==> src/hdl/hsv_pkg.sv <==
// ----------------------------------------------------------------------------
// hsv_pkg - shared types and helpers for the HSV to RGB converter
// Color sector codes, level widths and the ceil(x/255) helper.
// ----------------------------------------------------------------------------
package hsv_pkg;

	localparam int unsigned LevelW = 8;
	localparam int unsigned ProdW  = 2 * LevelW;
	localparam int unsigned H6W    = 11;

	localparam logic [LevelW-1:0] FULL_LEVEL = 8'd255;

	typedef logic [LevelW-1:0] level_t;
	typedef logic [ProdW-1:0]  prod_t;

	// sixths of the color circle
	typedef enum logic [2:0] {
		SEC_RED_YEL = 3'd0,
		SEC_YEL_GRN = 3'd1,
		SEC_GRN_CYN = 3'd2,
		SEC_CYN_BLU = 3'd3,
		SEC_BLU_MAG = 3'd4,
		SEC_MAG_RED = 3'd5
	} sector_t;

	// ceil(x/255) for x <= 255*255, via floor(y/255) = (y + (y>>8) + 1) >> 8
	function automatic level_t ceil_div255(input prod_t x);
		logic [ProdW:0] y;
		logic [ProdW:0] s;
		begin
			y = {1'b0, x} + (ProdW+1)'(254);
			s = y + (y >> 8) + (ProdW+1)'(1);
			ceil_div255 = s[ProdW-1:8];
		end
	endfunction

endpackage

==> src/hdl/hsv_to_rgb_full_value_core.sv <==
// ----------------------------------------------------------------------------
// hsv_to_rgb_full_value_core - HSV to RGB at full value, streaming
// Three-stage pipeline converting 8-bit hue/saturation into 8-bit RGB.
// ----------------------------------------------------------------------------
// Converts one (hue, saturation) item into one (red, green, blue) item with
// the value fixed at full scale. Hue 0..255 covers the whole color circle,
// hue 255 lands back on pure red like hue 0, and saturation 0 gives white.
// Levels are exact integers, truncated toward zero. Throughput is one item
// per clock while m_tready is high. The accepting edge loads stage 1, and the
// item then moves through stage 2 into the output register behind m_tvalid.
// Stage 1 scales the hue by six and finds the sector and its fraction, stage 2
// runs the two 8x8 multiplies, stage 3 divides by 255 with a reciprocal and
// routes the levels to the channels into the output register. Each stage holds
// its item while the stage after it is full and stalled, so back-pressure on
// m_tready costs no item and repeats none.
module hsv_to_rgb_full_value_core
	import hsv_pkg::*;
(
	input  logic        clk,
	input  logic        arst_n,
	input  logic        s_tvalid,
	output logic        s_tready,
	input  logic [15:0] s_tdata,  // [7:0] hue, [15:8] saturation
	output logic        m_tvalid,
	input  logic        m_tready,
	output logic [23:0] m_tdata   // [7:0] red, [15:8] green, [23:16] blue
);

	// stage valid bits
	logic v_s1, v_s2, v_s3;
	logic rdy1, rdy2, rdy3;

	// stage 1: sector and fraction
	sector_t sector_s1;
	level_t  fn_s1;
	level_t  sat_s1;

	// stage 2: products
	sector_t sector_s2;
	prod_t   qx_s2;    // fn * sat
	prod_t   tx_s2;    // (255 - fn) * sat
	level_t  sat_s2;

	// stage 3: output register
	level_t  red_s3, green_s3, blue_s3;

	// stage 1 combinational
	level_t         hue_in, sat_in;
	logic [H6W-1:0] h6;
	sector_t        sector_c;
	logic [H6W-1:0] base_c;
	level_t         fn_c;

	// stage 3 combinational
	level_t p_c, q_c, t_c;
	level_t red_c, green_c, blue_c;

	// a stage takes a new item when empty or when its item moves on
	assign rdy3     = !v_s3 || m_tready;
	assign rdy2     = !v_s2 || rdy3;
	assign rdy1     = !v_s1 || rdy2;
	assign s_tready = rdy1;

	assign hue_in = s_tdata[7:0];
	assign sat_in = s_tdata[15:8];

	// hue*6 as shift-add
	assign h6 = ({3'b000, hue_in} << 2) + ({3'b000, hue_in} << 1);

	// sector = (h6 div 255) mod 6; the top hue wraps to sector 0 with no fraction
	always_comb begin
		priority if (h6 >= H6W'(1530)) begin
			sector_c = SEC_RED_YEL;
			base_c   = H6W'(1530);
		end else if (h6 >= H6W'(1275)) begin
			sector_c = SEC_MAG_RED;
			base_c   = H6W'(1275);
		end else if (h6 >= H6W'(1020)) begin
			sector_c = SEC_BLU_MAG;
			base_c   = H6W'(1020);
		end else if (h6 >= H6W'(765)) begin
			sector_c = SEC_CYN_BLU;
			base_c   = H6W'(765);
		end else if (h6 >= H6W'(510)) begin
			sector_c = SEC_GRN_CYN;
			base_c   = H6W'(510);
		end else if (h6 >= H6W'(255)) begin
			sector_c = SEC_YEL_GRN;
			base_c   = H6W'(255);
		end else begin
			sector_c = SEC_RED_YEL;
			base_c   = '0;
		end
	end

	always_comb begin
		logic [H6W-1:0] diff;
		diff = h6 - base_c;
		fn_c = diff[LevelW-1:0];
	end

	// valid bits
	always_ff @(posedge clk or negedge arst_n) begin
		if (!arst_n) begin
			v_s1 <= 1'b0;
			v_s2 <= 1'b0;
			v_s3 <= 1'b0;
		end else begin
			if (rdy1) v_s1 <= s_tvalid;
			if (rdy2) v_s2 <= v_s1;
			if (rdy3) v_s3 <= v_s2;
		end
	end

	// stage 1 payload
	always_ff @(posedge clk) begin
		if (rdy1 && s_tvalid) begin
			sector_s1 <= sector_c;
			fn_s1     <= fn_c;
			sat_s1    <= sat_in;
		end
	end

	// stage 2 payload: the two multiplies
	always_ff @(posedge clk) begin
		if (rdy2 && v_s1) begin
			sector_s2 <= sector_s1;
			qx_s2     <= prod_t'(fn_s1) * prod_t'(sat_s1);
			tx_s2     <= prod_t'(FULL_LEVEL - fn_s1) * prod_t'(sat_s1);
			sat_s2    <= sat_s1;
		end
	end

	// stage 3: levels and channel routing
	assign p_c = FULL_LEVEL - sat_s2;
	assign q_c = FULL_LEVEL - ceil_div255(qx_s2);
	assign t_c = FULL_LEVEL - ceil_div255(tx_s2);

	always_comb begin
		unique case (sector_s2)
			SEC_RED_YEL: begin red_c = FULL_LEVEL; green_c = t_c;        blue_c = p_c;        end
			SEC_YEL_GRN: begin red_c = q_c;        green_c = FULL_LEVEL; blue_c = p_c;        end
			SEC_GRN_CYN: begin red_c = p_c;        green_c = FULL_LEVEL; blue_c = t_c;        end
			SEC_CYN_BLU: begin red_c = p_c;        green_c = q_c;        blue_c = FULL_LEVEL; end
			SEC_BLU_MAG: begin red_c = t_c;        green_c = p_c;        blue_c = FULL_LEVEL; end
			SEC_MAG_RED: begin red_c = FULL_LEVEL; green_c = p_c;        blue_c = q_c;        end
			default:     begin red_c = FULL_LEVEL; green_c = p_c;        blue_c = q_c;        end
		endcase
	end

	always_ff @(posedge clk) begin
		if (rdy3 && v_s2) begin
			red_s3   <= red_c;
			green_s3 <= green_c;
			blue_s3  <= blue_c;
		end
	end

	assign m_tvalid = v_s3;
	assign m_tdata  = {blue_s3, green_s3, red_s3};

	// ---- checks ----

	// at full value one channel is always at the top level
	a_full_level: assert property (@(posedge clk) disable iff (!arst_n)
		m_tvalid |-> (red_s3 == FULL_LEVEL || green_s3 == FULL_LEVEL ||
			blue_s3 == FULL_LEVEL))
		else $error("no channel at full level");

	// an accepted item occupies stage 1 on the next edge
	a_fill_s1: assert property (@(posedge clk) disable iff (!arst_n)
		s_tvalid && s_tready |=> v_s1)
		else $error("accepted item lost at stage 1");

	// a stalled stage 2 keeps its item
	a_hold_s2: assert property (@(posedge clk) disable iff (!arst_n)
		v_s2 && !rdy3 |=> v_s2 && $stable(qx_s2) && $stable(tx_s2))
		else $error("stage 2 item changed under stall");

	// the two products always add to sat*255
	a_prod_sum: assert property (@(posedge clk) disable iff (!arst_n)
		v_s2 |-> ({1'b0, qx_s2} + {1'b0, tx_s2}) ==
			((ProdW+1)'(sat_s2) * (ProdW+1)'(FULL_LEVEL)))
		else $error("stage 2 products inconsistent");

endmodule

==> config.mk <==
export PLATFORM = sky130hd
export DESIGN_NAME = hsv_to_rgb_full_value_core
export DESIGN_NICKNAME = d
export VERILOG_FILES = /design/src/hdl/hsv_pkg.sv /design/src/hdl/hsv_to_rgb_full_value_core.sv
export SDC_FILE = /design/constraint.sdc
export NUM_CORES = 1
export LEC_CHECK = 0
export ABC_AREA = 1
export BUFFER_PORTS_ARGS = -buffer_cell sky130_fd_sc_hd__buf_4
export CORE_MARGIN = 3
export CORE_UTILIZATION = 35
export CTS_CLUSTER_DIAMETER = 30
export DETAILED_ROUTE_END_ITERATION = 6
export GPL_ROUTABILITY_DRIVEN = 0
export PLACE_DENSITY = 0.47
export SLEW_MARGIN = 20
export SYNTH_ARGS = -nofsm -noshare
export SYNTH_HDL_FRONTEND = slang
export SYNTH_SLANG_ARGS = --single-unit
==> constraint.sdc <==
create_clock -name clk -period 13.9 [get_ports clk]
set_clock_uncertainty 0.15 [all_clocks]
set_input_delay 1.39 -clock clk [delete_from_list [all_inputs] [get_ports clk]]
set_output_delay 1.39 -clock clk [all_outputs]
set_load 0.02 [all_outputs]
==> results of run 1 <==
[report_power, final]
group,switching [mW],internal (mW)
registers,0.0926,0.492
logic,1.14,0.743
clock network,0.113,0.129
total,1.34,1.36
[critical path, cell delays in order, from the launching register on]
cell and delay, ns:
edfxtp_1 0.70, inv_1 0.28, nor2_1 0.20, fa_1 0.44, ha_1 0.29, inv_1 0.05, fa_1 0.50, fa_1 0.54
inv_1 0.04, ha_1 0.34, a21oi_1 0.13, o21ai_0 0.14, nand2_1 0.09, nand2_1 0.05, a21oi_1 0.19, nor2_1 0.06
o21ai_0 0.14, nand2_1 0.10, nand2_1 0.07, nand2_1 0.05, a21oi_1 0.14, xor2_1 0.09
[Yosys cell counts (7+ instances only)]
master | count | share of area (%)
fa_1 | 75 | 15
nor2_2 | 15 | 0.95
nand3_2 | 7 | 0.71
ha_1 | 111 | 14
inv_2 | 9 | 0.34
nand3_1 | 54 | 2.7
o21ai_0 | 22 | 1.1
xor2_1 | 32 | 2.8
nand2_1 | 258 | 9.8
clkbuf_1 | 16 | 0.61
edfxtp_1 | 86 | 26
inv_1 | 259 | 9.9
a21oi_1 | 55 | 2.8
nand2_2 | 23 | 1.5
xnor2_1 | 10 | 0.89
nor2_1 | 92 | 3.5
nand4_1 | 8 | 0.51
[placed cells by master (no fill, tap or decap), drive strengths merged, types with 2 or more instances in the layout]
cell and n:
a21o 4, a21oi 60, a31oi 2, buf 46, clkbuf 10, clkinv 4
dfrtp 3, edfxtp 86, fa 75, ha 111, inv 270, nand2 282
nand3 61, nand3b 3, nand4 8, nor2 111, nor3 8, nor4 2
o2111ai 3, o211ai 2, o21a 2, o21ai 25, o21bai 6, o22ai 4
or2 5, xnor2 10, xor2 34
[final cells by class]
class | instances | area share, %
Sequential cell | 89 | 24.4
Tap cell | 372 | 4.27
Timing Repair Buffer | 46 | 3.17
Clock buffer | 10 | 2.19
Clock inverter | 6 | 0.460
Multi-Input combinational cell | 823 | 56.2
Inverter | 269 | 9.28
[registers in the layout (all words and copies together) (netlist names)]
name and flops:
blue_s3 8, tx_s2 16, fn_s1 8, m_tvalid 1, qx_s2 16, sector_s1 3, red_s3 8, v_s1 1
sat_s1 8, green_s3 8, sat_s2 8, v_s2 1, sector_s2 3
[per-layer routing]
metal  up-vias  part of all wire, %  global-route usage, %
li1       3842                    -                      -
met1      3491                   46                   20.3
met2       132                   48                   26.6
met3        32                  3.2                   1.93
met4         0                  2.5                   5.09
met5         -                    0                      0
[worst max path at each step]
stage / from / to / slack (ns) / depth (start not counted)
3_5_place_dp: fn_s1[2] / qx_s2[15] / 8.87 / 18
6_report: sat_s1[3] / tx_s2[14] / 8.87 / 21
3_3_place_gp: sat_s1[3] / tx_s2[14] / 8.92 / 21
2_1_floorplan: fn_s1[1] / qx_s2[15] / 9.20 / 19
4_1_cts: sat_s1[3] / tx_s2[14] / 8.85 / 21
5_1_grt: fn_s1[5] / tx_s2[14] / 8.34 / 20
[cells by family (layout without fill, tap and decap cells)]
group	Yosys count	in the layout	share of synthesized area (%)
simple gates	480	480	21.7
buf+inv	286	331	10.9
fa+ha+maj	186	186	29.4
compound gates	113	113	6.85
flops	89	89	27.0
xor+xnor	44	44	4.18
[through the flow]
step | worst slack [ns] | hold slack [ns]
finish | 8.87 | 0.269
floorplan | 9.20 | 0.250
CTS | 8.85 | 0.266
global placement | 8.92 | 0.253
detailed placement | 8.87 | 0.256
global route | 8.34 | 0.274
==> out/results.tsv, run 1 <==
stage	metric	value	unit
global_route	largest net degree at the start of global routing	44	
clocking	H-tree depth	3	
synth	Synth cell types	49	
synth	asr flop ratio synth	3.37	%
routing	starting DRC count in detailed routing	467	
critical_path	CP Class	reg2reg	
finish	P&R area growth vs syn	10.6	%
sta	RSZ-0062 raised after global routing	no	
critical_path	Reg2Reg Launch Point	sat_s1[3]	
critical_path	reg2reg end	tx_s2[14]	
clocking	clk slew on worst S/H paths	0.07	ns
floorplan	Ports	46	
sta	Worst-Margin Slew	0.959	ns
finish	Core Util, Final	39.9	%
global_route	vias in the first global route	7618	
critical_path	CP Capture Type	flop	
routing	Post-route DRC	0	
clocking	CTS tree	yes	
clocking	CTS Buffer Depth	2	
sta	endpoints failing setup	0	
synth	Post-synth EDFFs	86	
routing	wire per inst	13.8	µm
floorplan	Initial Util	36.0	%
global_route	initial antenna violation count	0	
synth	#FFs+latches synth	89	
pwr	pwr dens	249	nW/µm²
clocking	Post-CTS Setup Inserts	0	
finish	fillcell total	2856	
finish	non-filler instance count after layout	1615	
synth	warnings from Yosys	0	
critical_path	R2R cell count	21	
critical_path	CP max FO	12	
finish	Ant. Diodes	0	
global_route	grt total ovfl	0	
run_status	outcome	finished, final reports clean	
clocking	# clock sinks	89	
sta	Hold Vio Cnt, Final	0	
routing	DR pass1 iterations	5	
floorplan	Die X	174	µm
synth	Syn Nets	1404	
global_route	Total GRT Usage	15.5	%
job	Max Cap Viol	0	
routing	Vias/cell	4.64	
place	post-DP HPWL	18.5	mm
place	Post-Place Cell Area	10600	µm²
clocking	Resize count post-CTS	0	
finish	# nets final	1444	
min_path	Hold Crit Endpoint	sector_s2[2]	
critical_path	Reg2Reg Setup Slack	8.87	ns
pwr	Final Power	2.71	mW
clocking	CTS Hold Bufs	0	
floorplan	die area	30200	µm²
sta	min cycle time layout	5.03	ns
sta	Slew Viols, Final	0	
sta	maximum operating frequency	199	MHz
finish	Multi-input gate area	6120	µm²
critical_path	Req. time, crit path	13.84	ns
sta	Rel. slew slack	35.6	%
routing	post-detailed-route count of antenna-violating nets	0	
clocking	CTS root buf	clkbuf_16	
synth	Mapped Cells	1198	
clocking	Num CTS Buffers	9	
critical_path	CP arrival	4.97	ns
place	DP Cell Count	1599	
synth	Avg Cell Area, Syn	8.22	µm²
clocking	Clock Latency Late Sink	0.35	ns
pwr	Leak	5.68	nW
critical_path	crit start category	flop	
finish	post-route cell area	10900	µm²
min_path	Min-Delay Path Class	reg2reg	
routing	vias	7497	
finish	register area	2660	µm²
sta	setup tns final	0	ns
sta	final worst-path cycle share	36.2	%
routing	final wirelength	22.2	mm
global_route	first-pass GRT wire length	38.1	mm
pwr	Worst VDD drop	0.0872	mV
min_path	hold_sp	sector_s1[2]	
floorplan	chip height	174	µm
synth	Mapped Area	9850	µm²
finish	layout cell share with drive strength beyond 1	11.3	%
floorplan	CORE AREA	27300	µm²
place	IO Port Bufs	45	
synth	Post-synth top flop	edfxtp_1	
min_path	Hold Path Stages	0	
floorplan	row count	60	
synth	Seq/Total Area, Yosys	27.0	%
Power figures use the tool's default switching activity.
==> run 2: changes to the inputs <==
- ABC_AREA: 1 -> 0
- clock period: 13.9 -> 4.9 ns (I/O delays scaled with it)
==> out/results.tsv, run 2 <==
stage	metric	value	unit
sta	Worst-Margin Slew	1.05	ns
sta	Hold WS	0.165	ns
min_path	hold_sp	s_tdata[13]	
sta	final worst-path cycle share	96.8	%
synth	Seq/Total Area, Yosys	27.8	%
finish	post-route cell area	11400	µm²
critical_path	Worst Setup SP	fn_s1[3]	
clocking	CTS Buffer Depth	2	
synth	Mapped Cells	982	
finish	most frequent cells in the layout	135 x inv_1, 119 x buf_4, 107 x ha_1	
run_status	outcome	finished, final reports clean	
sta	min cycle time layout	4.74	ns
critical_path	CP Capture Type	flop	
sta	Slew Viols, Final	0	
min_path	Hold Path Stages	1	
synth	Avg Cell Area, Syn	9.74	µm²
routing	Post-route DRC	0	
critical_path	Reg2Reg Setup Slack	0.16	ns
clocking	CTS tree	yes	
synth	Syn Nets	1188	
sta	Hold Vio Cnt, Final	0	
floorplan	chip height	171	µm
synth	Mapped Area	9560	µm²
pwr	Leak	5.12	nW
routing	final wirelength	21.4	mm
finish	commonest non-fill, non-tap cell in the layout	inv_1	
sta	RSZ-0062 raised after global routing	yes	
synth	Post-synth EDFFs	86	
synth	leading area contributor after synthesis	edfxtp_1	
sta	maximum operating frequency	211	MHz
sta	Rel. slew slack	30.2	%
clocking	clk slew on worst S/H paths	0.07	ns
finish	P&R area growth vs syn	19.0	%
synth	warnings from Yosys	0	
routing	post-detailed-route count of antenna-violating nets	0	
floorplan	die area	29300	µm²
floorplan	row count	59	
clocking	# clock sinks	89	
synth	top cells by count, synth	139 x inv_1, 111 x ha_1, 86 x edfxtp_1	
critical_path	R2R cell count	19	
routing	starting DRC count in detailed routing	265	
critical_path	reg2reg end	tx_s2[15]	
synth	asr flop ratio synth	3.37	%
global_route	vias in the first global route	7358	
job	Max Cap Viol	0	
clocking	Num CTS Buffers	9	
global_route	Total GRT Usage	15.3	%
synth	Synth area leaders	edfxtp_1 27%, fa_1 16%, ha_1 15%	
global_route	largest net degree at the start of global routing	44	
min_path	Min-Delay Path Class	in2reg	
sta	endpoints failing setup	0	
synth	top-count cell post-synth	inv_1	
finish	Regs by FF count	qx_s2 x16, tx_s2 x16	
synth	Yosys top cell area share	27.0	%
critical_path	CP Class	reg2reg	
global_route	grt total ovfl	0	
pwr	Worst VDD drop	0.369	mV
global_route	initial antenna violation count	0	
clocking	H-tree depth	3	
synth	Post-synth top flop	edfxtp_1	
finish	Ant. Diodes	0	
routing	Vias/cell	4.92	
critical_path	CP max FO	5	
floorplan	Initial Util	36.2	%
global_route	first-pass GRT wire length	36.0	mm
pwr	pwr dens	763	nW/µm²
critical_path	Reg2Reg Launch Point	fn_s1[3]	
synth	Synth cell types	71	
floorplan	Ports	46	
place	IO Port Bufs	45	
clocking	Clock Latency Late Sink	0.35	ns
floorplan	Die X	171	µm
critical_path	CP arrival	4.68	ns
routing	DR pass1 iterations	4	
finish	# nets final	1301	
min_path	Hold Crit Endpoint	sat_s1[5]	
routing	wire per inst	14.9	µm
place	post-DP HPWL	17.6	mm
critical_path	Req. time, crit path	4.84	ns
clocking	CTS root buf	clkbuf_16	
finish	layout cell share with drive strength beyond 1	17.9	%
floorplan	CORE AREA	26400	µm²
synth	#FFs+latches synth	89	
place	Post-Place Cell Area	10800	µm²
routing	vias	7055	
pwr	Final Power	8.69	mW
critical_path	crit start category	flop	
run 2: cell types whose count changed in the layout (fill, tap and decap cells not counted), moves of 13 or more:
| cell | before | now |
|---|---|---|
| nor2_2 | 15 | 1 |
| nand2b_1 | 0 | 28 |
| xor2_1 | 32 | 17 |
| inv_1 | 258 | 135 |
| and2_1 | 0 | 44 |
| a21oi_1 | 54 | 21 |
| nor3_1 | 4 | 17 |
| xnor2_1 | 10 | 42 |
| nand3_1 | 54 | 7 |
| buf_4 | 46 | 119 |
| nor2b_1 | 0 | 45 |
| nor2_1 | 92 | 53 |
| nand2_2 | 23 | 0 |
| nand2_1 | 258 | 71 |
run 2: logic make-up (layout without fill, tap and decap cells):
family	count (synthesis)	after routing	synth area share [%]
AOI/OAI and AO/OA	156	156	11.5
DFF	89	89	27.8
buffers and inverters	170	288	6.69
and+or+nand+nor	320	320	18.2
xor gates and xnor gates	60	60	5.50
adders and majority gates	186	186	30.2
muxes	1	1	0.118
run 2: worst max path at each step:
stage                            to  slack, ns  cells past startpoint
after floorplan           tx_s2[15]       0.06                     19
after global placement    qx_s2[14]       0.01                     19
after detailed placement  tx_s2[15]      -0.05                     18
after CTS                 qx_s2[14]      0.004                     19
after global routing      tx_s2[15]       -0.1                     18
final                     tx_s2[15]       0.16                     19
run 2: critical path, stage by stage (launching register included):
cell and delay, ns:
edfxtp_1 0.41, buf_6 0.15, nand2b_4 0.13, fa_1 0.45, fa_1 0.51, inv_2 0.05, ha_4 0.25, inv_2 0.03
fa_1 0.55, inv_1 0.06, ha_1 0.27, a21o_1 0.19, a21oi_2 0.14, o21ai_1 0.08, a21oi_1 0.20, nand2b_4 0.16
a21boi_2 0.05, o31a_1 0.31, o41ai_2 0.24, xnor2_1 0.11
run 2: repair_timing:
action	CTS	global route
endpoints found under the hold margin	3	0
hold buffers	1	0
endpoints found under the setup margin	5	24
buffers inserted	7	8
gates resized for setup	2	62
pin swaps	3	26
run 2: stage by stage:
stage,util (%),instances,setup WS [ns],setup TNS (ns)
after floorplan,-,982,0.0628,0
after global placement,40.7,1403,0.0113,0
after detailed placement,40.7,1403,-0.0452,-0.109
after CTS,42.1,1427,0.00389,0
after global routing,43.1,1435,-0.0966,-0.215
final,43.1,1435,0.158,0
run 2: layout make-up:
cell class,count,area (µm²)
clock buffer,9,225
clock inverter,7,70.1
fill,2601,15000
inverter,139,522
multi-input combinational,723,6450
sequential,89,2660
tap,335,419
timing repair buffer,133,1040
run 2: routing by layer:
layer	global-route usage, %	vias up	share of wire, %
met5	0	-	0
met1	20.1	3370	47
met2	26.3	97	48
met3	1.79	27	2.2
met4	5.67	0	2.9
li1	-	3561	-
run 2: power breakdown:
group / switching [mW] / leakage, nW / internal, mW
clock: 0.306 / 0.137 / 0.395
combinational: 3.30 / 4.13 / 3.12
sequential: 0.210 / 0.855 / 1.37
total: 3.81 / 5.12 / 4.88
==> run 3: changes to the inputs <==
- GPL_TIMING_DRIVEN: default -> 0
==> out/results.tsv, run 3 (synthesis gave the netlist of run 2 again) <==
stage	metric	value	unit
run_status	outcome	finished, final reports clean	
critical_path	CP max FO	6	
routing	Post-route DRC	0	
finish	# nets final	1292	
job	Max Cap Viol	0	
routing	starting DRC count in detailed routing	362	
sta	maximum operating frequency	210	MHz
floorplan	chip height	171	µm
pwr	Final Power	8.69	mW
floorplan	row count	59	
sta	RSZ-0062 raised after global routing	yes	
critical_path	CP arrival	4.81	ns
routing	wire per inst	15.5	µm
finish	non-filler instance count after layout	1426	
floorplan	Initial Util	36.2	%
global_route	largest net degree at the start of global routing	31	
global_route	initial antenna violation count	0	
pwr	Leak	5.07	nW
place	DP Cell Count	1363	
sta	Worst-Margin Slew	1.05	ns
routing	final wirelength	22.1	mm
routing	Vias/cell	4.97	
critical_path	critical path's top delay family	adder cells	
sta	Final WS setup	0.147	ns
clocking	CTS Buffer Depth	2	
clocking	Num CTS Buffers	9	
global_route	first-pass GRT wire length	36.9	mm
critical_path	CP Capture Type	flop	
critical_path	Req. time, crit path	4.96	ns
clocking	# clock sinks	89	
pwr	pwr dens	764	nW/µm²
global_route	grt total ovfl	0	
routing	vias	7084	
finish	fillcell total	2586	
global_route	Total GRT Usage	15.8	%
critical_path	Buf/Inv on CP	2	
sta	Rel. slew slack	30.1	%
routing	post-detailed-route count of antenna-violating nets	0	
finish	Regs by FF count	qx_s2 x16, tx_s2 x16	
pwr	Worst VDD drop	0.418	mV
critical_path	crit start category	flop	
floorplan	Ports	46	
critical_path	CP Class	reg2reg	
clocking	H-tree depth	3	
clocking	clk slew on worst S/H paths	0.07	ns
critical_path	CP Cell Sequence	clkbuf_8 > nand2b_1 > fa_1 > fa_1 > inv_1 > fa_1 > fa_1 > ha_4 > a21boi_2 > o21ai_2 > a21boi_2 > o21ai_2 > a21boi_2 > or4_1 > nand3_1	
routing	DR pass1 iterations	4	
critical_path	Max stage delay on crit path	0.61	ns
floorplan	CORE AREA	26400	µm²
sta	final worst-path cycle share	97.0	%
finish	P&R area growth vs syn	19.0	%
place	IO Port Bufs	45	
min_path	Min-Delay Path Class	in2reg	
sta	Slew Viols, Final	0	
sta	Hold WS	0.164	ns
finish	layout cell share with drive strength beyond 1	16.7	%
sta	endpoints failing setup	0	
clocking	CTS root buf	clkbuf_16	
finish	most frequent cells in the layout	139 x inv_1, 107 x ha_1, 92 x buf_4	
critical_path	CP dominant cell by count	fa_1	
place	Setup WS pre-CTS	-0.552	ns
finish	commonest non-fill, non-tap cell in the layout	inv_1	
sta	Hold Vio Cnt, Final	0	
sta	setup tns final	0	ns
floorplan	Die X	171	µm
floorplan	die area	29300	µm²
global_route	vias in the first global route	7340	
place	post-DP HPWL	17.4	mm
clocking	Clock Latency Late Sink	0.35	ns
sta	min cycle time layout	4.75	ns
finish	Ant. Diodes	0	
clocking	CTS tree	yes	
critical_path	slowest CP cell	fa_1	
[run 3: changes by cell type in the layout (fill, tap and decap cells not counted), moves of 4 or more]
cell,before,now
buf_4,119,92
buf_6,11,2
clkbuf_1,0,13
clkbuf_8,0,6
inv_1,135,139
inv_2,4,0
o21ai_1,9,5
o21ai_2,2,6
[run 3: cell type report]
cell class / instances / area [µm²] / share of cell area [%]
clock buffer: 10 / 229 / 2.01
buffer: 30 / 200 / 1.76
clock inverter: 6 / 91.3 / 0.803
timing repair buffer: 94 / 737 / 6.48
multi-input combinational: 723 / 6530 / 57.3
inverter: 139 / 522 / 4.58
tap: 335 / 419 / 3.68
sequential: 89 / 2660 / 23.4
[run 3: path summary, 6_finish.rpt]
path	from	to	slack [ns]	cells past startpoint
min reg2reg	sector_s1[2]	sector_s2[2]	0.33	0
min	s_tdata[11]	sat_s1[3]	0.16	1
max	fn_s1[5]	tx_s2[14]	0.15	15
min in group asynchronous	arst_n	m_tvalid	0.32	2
max in group asynchronous	arst_n	v_s2	4.19	2
max reg2reg	fn_s1[5]	tx_s2[14]	0.15	15
[run 3: what timing repair did]
| item | 4_1_cts | 5_1_grt |
|---|---|---|
| hold endpoints to repair | 3 | 0 |
| hold buffers | 1 | 0 |
| setup buffers | 31 | 16 |
| pin swaps | 13 | 30 |
| endpoints found under the setup margin | 28 | 31 |
| gates resized for setup | 56 | 40 |
[run 3: power by group]
| group | internal (mW) | total (mW) | switching (mW) |
|---|---|---|---|
| Clock | 0.449 | 0.760 | 0.310 |
| Combinational | 2.97 | 6.37 | 3.39 |
| Sequential | 1.36 | 1.56 | 0.199 |
| Total | 4.79 | 8.69 | 3.90 |
[run 3: through the flow]
stage	cell area [µm²]	util (%)
after floorplan	9570	-
after global placement	10300	39.1
after detailed placement	10300	39.2
after CTS	11100	42.0
after global routing	11400	43.1
final	11400	43.1
[run 3: per-layer routing]
metal / GRT usage [%] / wire length, µm / share of wire, %
met5: 0 / 0 / 0
met1: 20.8 / 10300 / 47
met3: 2.21 / 584 / 2.6
met2: 27.4 / 10800 / 49
met4: 3.92 / 379 / 1.7
